$ cat src/rtl/flcs_ram.sv
// Generic simple dual-port RAM: one write port, one registered read port.
// No dependencies.
module flcs_ram #(
    parameter int WIDTH = 32,
    parameter int DEPTH = 32,
    parameter int AW    = 5
) (
    input  logic             clk,
    input  logic             we,
    input  logic [AW-1:0]    waddr,
    input  logic [WIDTH-1:0] wdata,
    input  logic [AW-1:0]    raddr,
    output logic [WIDTH-1:0] rdata
);

    logic [WIDTH-1:0] mem [DEPTH];

    always_ff @(posedge clk)
    begin
        if (we)
        begin
            mem[waddr] <= wdata;
        end
        rdata <= mem[raddr];
    end

endmodule

$ cat config.mk
export PLATFORM = sky130hd
export DESIGN_NAME = flcs_ram
export DESIGN_NICKNAME = d
export VERILOG_FILES = /design/src/rtl/flcs_ram.sv
export SDC_FILE = /design/constraint.sdc
export NUM_CORES = 1
export LEC_CHECK = 0
export BUFFER_PORTS_ARGS = -buffer_cell sky130_fd_sc_hd__buf_2
export CAP_MARGIN = 20
export CORE_MARGIN = 4
export CORE_UTILIZATION = 62
export CTS_CLUSTER_DIAMETER = 30
export DETAILED_ROUTE_END_ITERATION = 16
export GPL_TIMING_DRIVEN = 0
export PLACE_DENSITY = 0.79
export RECOVER_POWER = 50
export SYNTH_ARGS = -nofsm -noshare
export SYNTH_HDL_FRONTEND = slang
export SYNTH_SLANG_ARGS = --single-unit
$ cat constraint.sdc
create_clock -name clk -period 4.05 [get_ports clk]
set_clock_uncertainty 0.15 [all_clocks]
set_input_delay 0.81 -clock clk [delete_from_list [all_inputs] [get_ports clk]]
set_output_delay 0.81 -clock clk [all_outputs]
set_load 0.01 [all_outputs]
# Word-level counts from Yosys, hierarchy flattened
# Memory sizes are Yosys's and may differ from the RTL's. A register that Yosys moved wholly into a read port is not among the register bits.
# Index checks and enable logic that the tools add are counted.
dict set report word_totals {
  elab_cells 3
  mem_count 1
  ff_bits 0
  out_inout_bits 32
  ramBits 1024
}
dict set report op_classes {
  muxes 2
}
# memory words word_bits read_ports rd_ports_with_merged_regs wr line_no
set memory_table {}
lappend memory_table {mem 32 32 1 1 1 16} ;# logic [WIDTH-1:0] mem [DEPTH];
# op count
set ops {}
lappend ops {{$mux 1} 2}

# Logic depth before layout (Yosys ltp)
dict set report depth {
  depth_word 2
  ltp_mapped 8
  ltp_nobuf 5
}

# Worst setup path before layout
# No wires, ideal clock.
dict set report synth_path {
  path_type {input to register}
  from {input waddr[1]}
  to {memory mem[12][0] (enable)}
  arrival_ns 2.823
  stages 3
  t_required_ns 3.479
  setup_slack_ns 0.656
  path_cell_list {or3b_2 -> clkbuf_1 -> nor2_1}
}
# element line_no
set synth_rtl {}
lappend synth_rtl {{from (decl)} 10} ;# input logic [AW-1:0] waddr,
lappend synth_rtl {{to (decl)} 16}
# Straight into the memory's write port.

# Final worst setup path
dict set report layout_path {
  from {input waddr[1]}
  to {memory mem[25][23] (enable)}
}
# Straight into the memory's write port.

==> results.json <==
{
  "status": "finished, violations left",
  "violations": "max-capacitance violations, max-slew violations",
  "clock-sinks": 1056,
  "reg2reg_from": "mem[5][12]$_DFFE_PP_",
  "netlist_area_sq_um": 40500,
  "startpoint": "waddr[1]",
  "drt_wl_total_mm": 101,
  "fp-row-count": 93,
  "nets": 2563,
  "grt.overflow.total": 0,
  "endpoint": "mem[25][23]$_DFFE_PP_",
  "post_cts_resized": 0,
  "hp-start": "mem[10][23]$_DFFE_PP_",
  "slowest_stage": "nor2_1",
  "place_area_sq_um": 42900,
  "p_comb_share_pct": 4.7,
  "cp-end-kind": "register",
  "critPathMaxFanout": 25,
  "slew_viol_final": 624,
  "rsz0062_at_grt": "false",
  "via_count": 22700,
  "clock_latency_ps": 730,
  "layoutNonFillerInstCount": 3493,
  "p_leak_nw": 17.0,
  "clock.fmax_mhz": 365,
  "slowest_delay_ps": 980,
  "path_class": "in -> reg",
  "dp_slack_ps": 686,
  "synth_edf_count": 1024,
  "critPathLaunchType": "input pin",
  "power_frac_clock_pct": 49.5,
  "die_height_um": 264,
  "synth_cells": 2260,
  "power_density_nw_per_um2": 556,
  "r2r_end": "rdata[12]$_DFF_P_",
  "dp_cells": 3221,
  "drt_pass1_iterations": 6,
  "cts_buffers": 151,
  "crit_chain": "buf_2, nand3b_1, nor2_1, buf_12",
  "via_per_inst": 6.49,
  "port_buffers": 74,
  "synthArstFlopShare_pct": 0,
  "setup_viol": 0,
  "synthFlopType": "edfxtp_1",
  "antenna_found_initial": 7,
  "hold_ws_ps": 477,
  "cts_max_level": 4,
  "hpwlAfterDp_mm": 60.2,
  "clock_path_buffers": 3,
  "initial_core_util_pct": 62.7,
  "fin_ws_ps": 1310,
  "die_w_um": 264,
  "ys.warnings.count": 0,
  "worstMarginPinSlew_ps": 1830,
  "root_buffer": "clkbuf_16",
  "synth_area_leaders": "edfxtp_1, mux2i_1, a22oi_1",
  "synth_cell_type_count": 25,
  "drt_iter0_markers": 2929,
  "grt_pass1_wl_mm": 147,
  "seq_power_share_pct": 45.8,
  "syn2layout_area_growth_pct": 18.4,
  "cts_setup_buffers": 0,
  "maxCapViolCount": 20,
  "place.gp.congestion": 0.851,
  "hold_buffers": 0,
  "switching_share_pct": 21.1,
  "num_io_pins": 76,
  "wl_per_cell_um": 28.9,
  "hold_class": "reg -> reg",
  "required_ps": 4300,
  "ir_worst_vdd_mv": 0.379,
  "switching_power_mw": 5.63,
  "power.total_mw": 26.7,
  "synth_fp_nets": 2304,
  "synth_area_leader_cell": "edfxtp_1",
  "fin_crit_ps": 2740,
  "synth_top_area_share_pct": 76.0,
  "drc": 0,
  "final_area_sq_um": 48000,
  "min_period_over_period_pct": 67.6,
  "relSlewSlack_pct": -22.1,
  "die_area_sq_um": 69500,
  "tritoncts": "built",
  "cp_data_arrival_time_ps": 2990,
  "grtUsageTotal_pct": 28.7,
  "grt_pass1_vias": 23400,
  "ys_ff_latch": 1056,
  "syn_avg_cell_area_sq_um": 17.9,
  "ant_nets": 0,
  "reg2reg_slack_ps": 2050,
  "grt_max_degree": 33,
  "r2r_cells": 5,
  "internal-power_mw": 21.0,
  "hold_viol_final": 0,
  "drive_above_1_share_pct": 15.9,
  "clk_pin_slew_ps": 50,
  "ys_seq_area_share_pct": 77.5,
  "coreArea_sq_um": 64600
}
## worst min-delay path by stage
stage | end | slack [ps] | cells after the start
3_3_place_gp | rdata[23]$_DFF_P_ | 450 | 4
6_report | rdata[23]$_DFF_P_ | 480 | 4
5_1_grt | rdata[27]$_DFF_P_ | 520 | 4
4_1_cts | mem[4][31]$_DFFE_PP_ | 420 | 1
2_1_floorplan | rdata[10]$_DFF_P_ | 400 | 4
3_5_place_dp | rdata[29]$_DFF_P_ | 460 | 4
## state kept, by name, indices dropped and copies added, names as in the netlist
register,cells
rdata,32
mem,1024
## critical path: cells and delay by family
family	cells	cell delay (ps)
buffers and inverters	2	420
AND/OR/NAND/NOR	2	1720
## power groups by stage
stage / combinational [mW] / sequential [mW] / clock, mW
finish: 1.25 / 12.2 / 13.2
global route: 1.31 / 12.2 / 13.7
CTS: 1.24 / 12.2 / 13.3
detailed placement: 1.21 / 12.4 / 0
global placement: 1.14 / 12.4 / 0
floorplan: 0.628 / 12.4 / 0
## cells in the final DEF, fill, tap and decap left out, types with 33 or more instances in the layout
cell type,Yosys,routed
nand3_1,98,98
edfxtp_1,1024,1024
a21oi_1,96,96
a22o_1,64,64
buf_2,26,67
clkbuf_16,0,155
buf_4,33,33
mux2i_1,512,512
a22oi_1,96,96
clkbuf_1,46,88
nand2_1,98,98
## Yosys cell counts, drive strengths merged, types with 32 or more instances
cell type  count
edfxtp      1024
mux2i        512
nand2         98
nand3         98
a21oi         96
a22oi         96
buf           79
a22o          64
clkbuf        48
nor2          34
a31oi         32
dfxtp         32
nor3          32
## metal layers
layer,part of all wire (%),track usage (%),routed length (um)
met4,4.1,12.6,4100
met5,0.051,0,52
met1,36,37.2,36600
met3,9.8,6.11,9940
met2,50,47.6,50400
## logic make-up after synthesis
family	after synthesis	synth area share (%)
compound gates	288	4.85
buf+inv	127	1.86
flops	1056	77.5
mux	512	12.7
simple gates	277	3.10
## per-stage QoR
step	setup TNS, ps	utilization, %
floorplan	0	-
global placement	-576500	64.9
detailed placement	0	66.4
CTS	0	74.4
global route	0	74.3
finish	0	74.3
## area by class of cell
type / count / area [sq um]
antenna: 1 / 2.50
multi-input combinational: 1077 / 8540
clock buffer: 164 / 3910
sequential: 1056 / 31400
clock inverter: 107 / 1230
buffer: 127 / 753
tap: 855 / 1070
timing repair buffer: 106 / 1040
fill: 3497 / 16600
(Power assumes the default switching activity.)
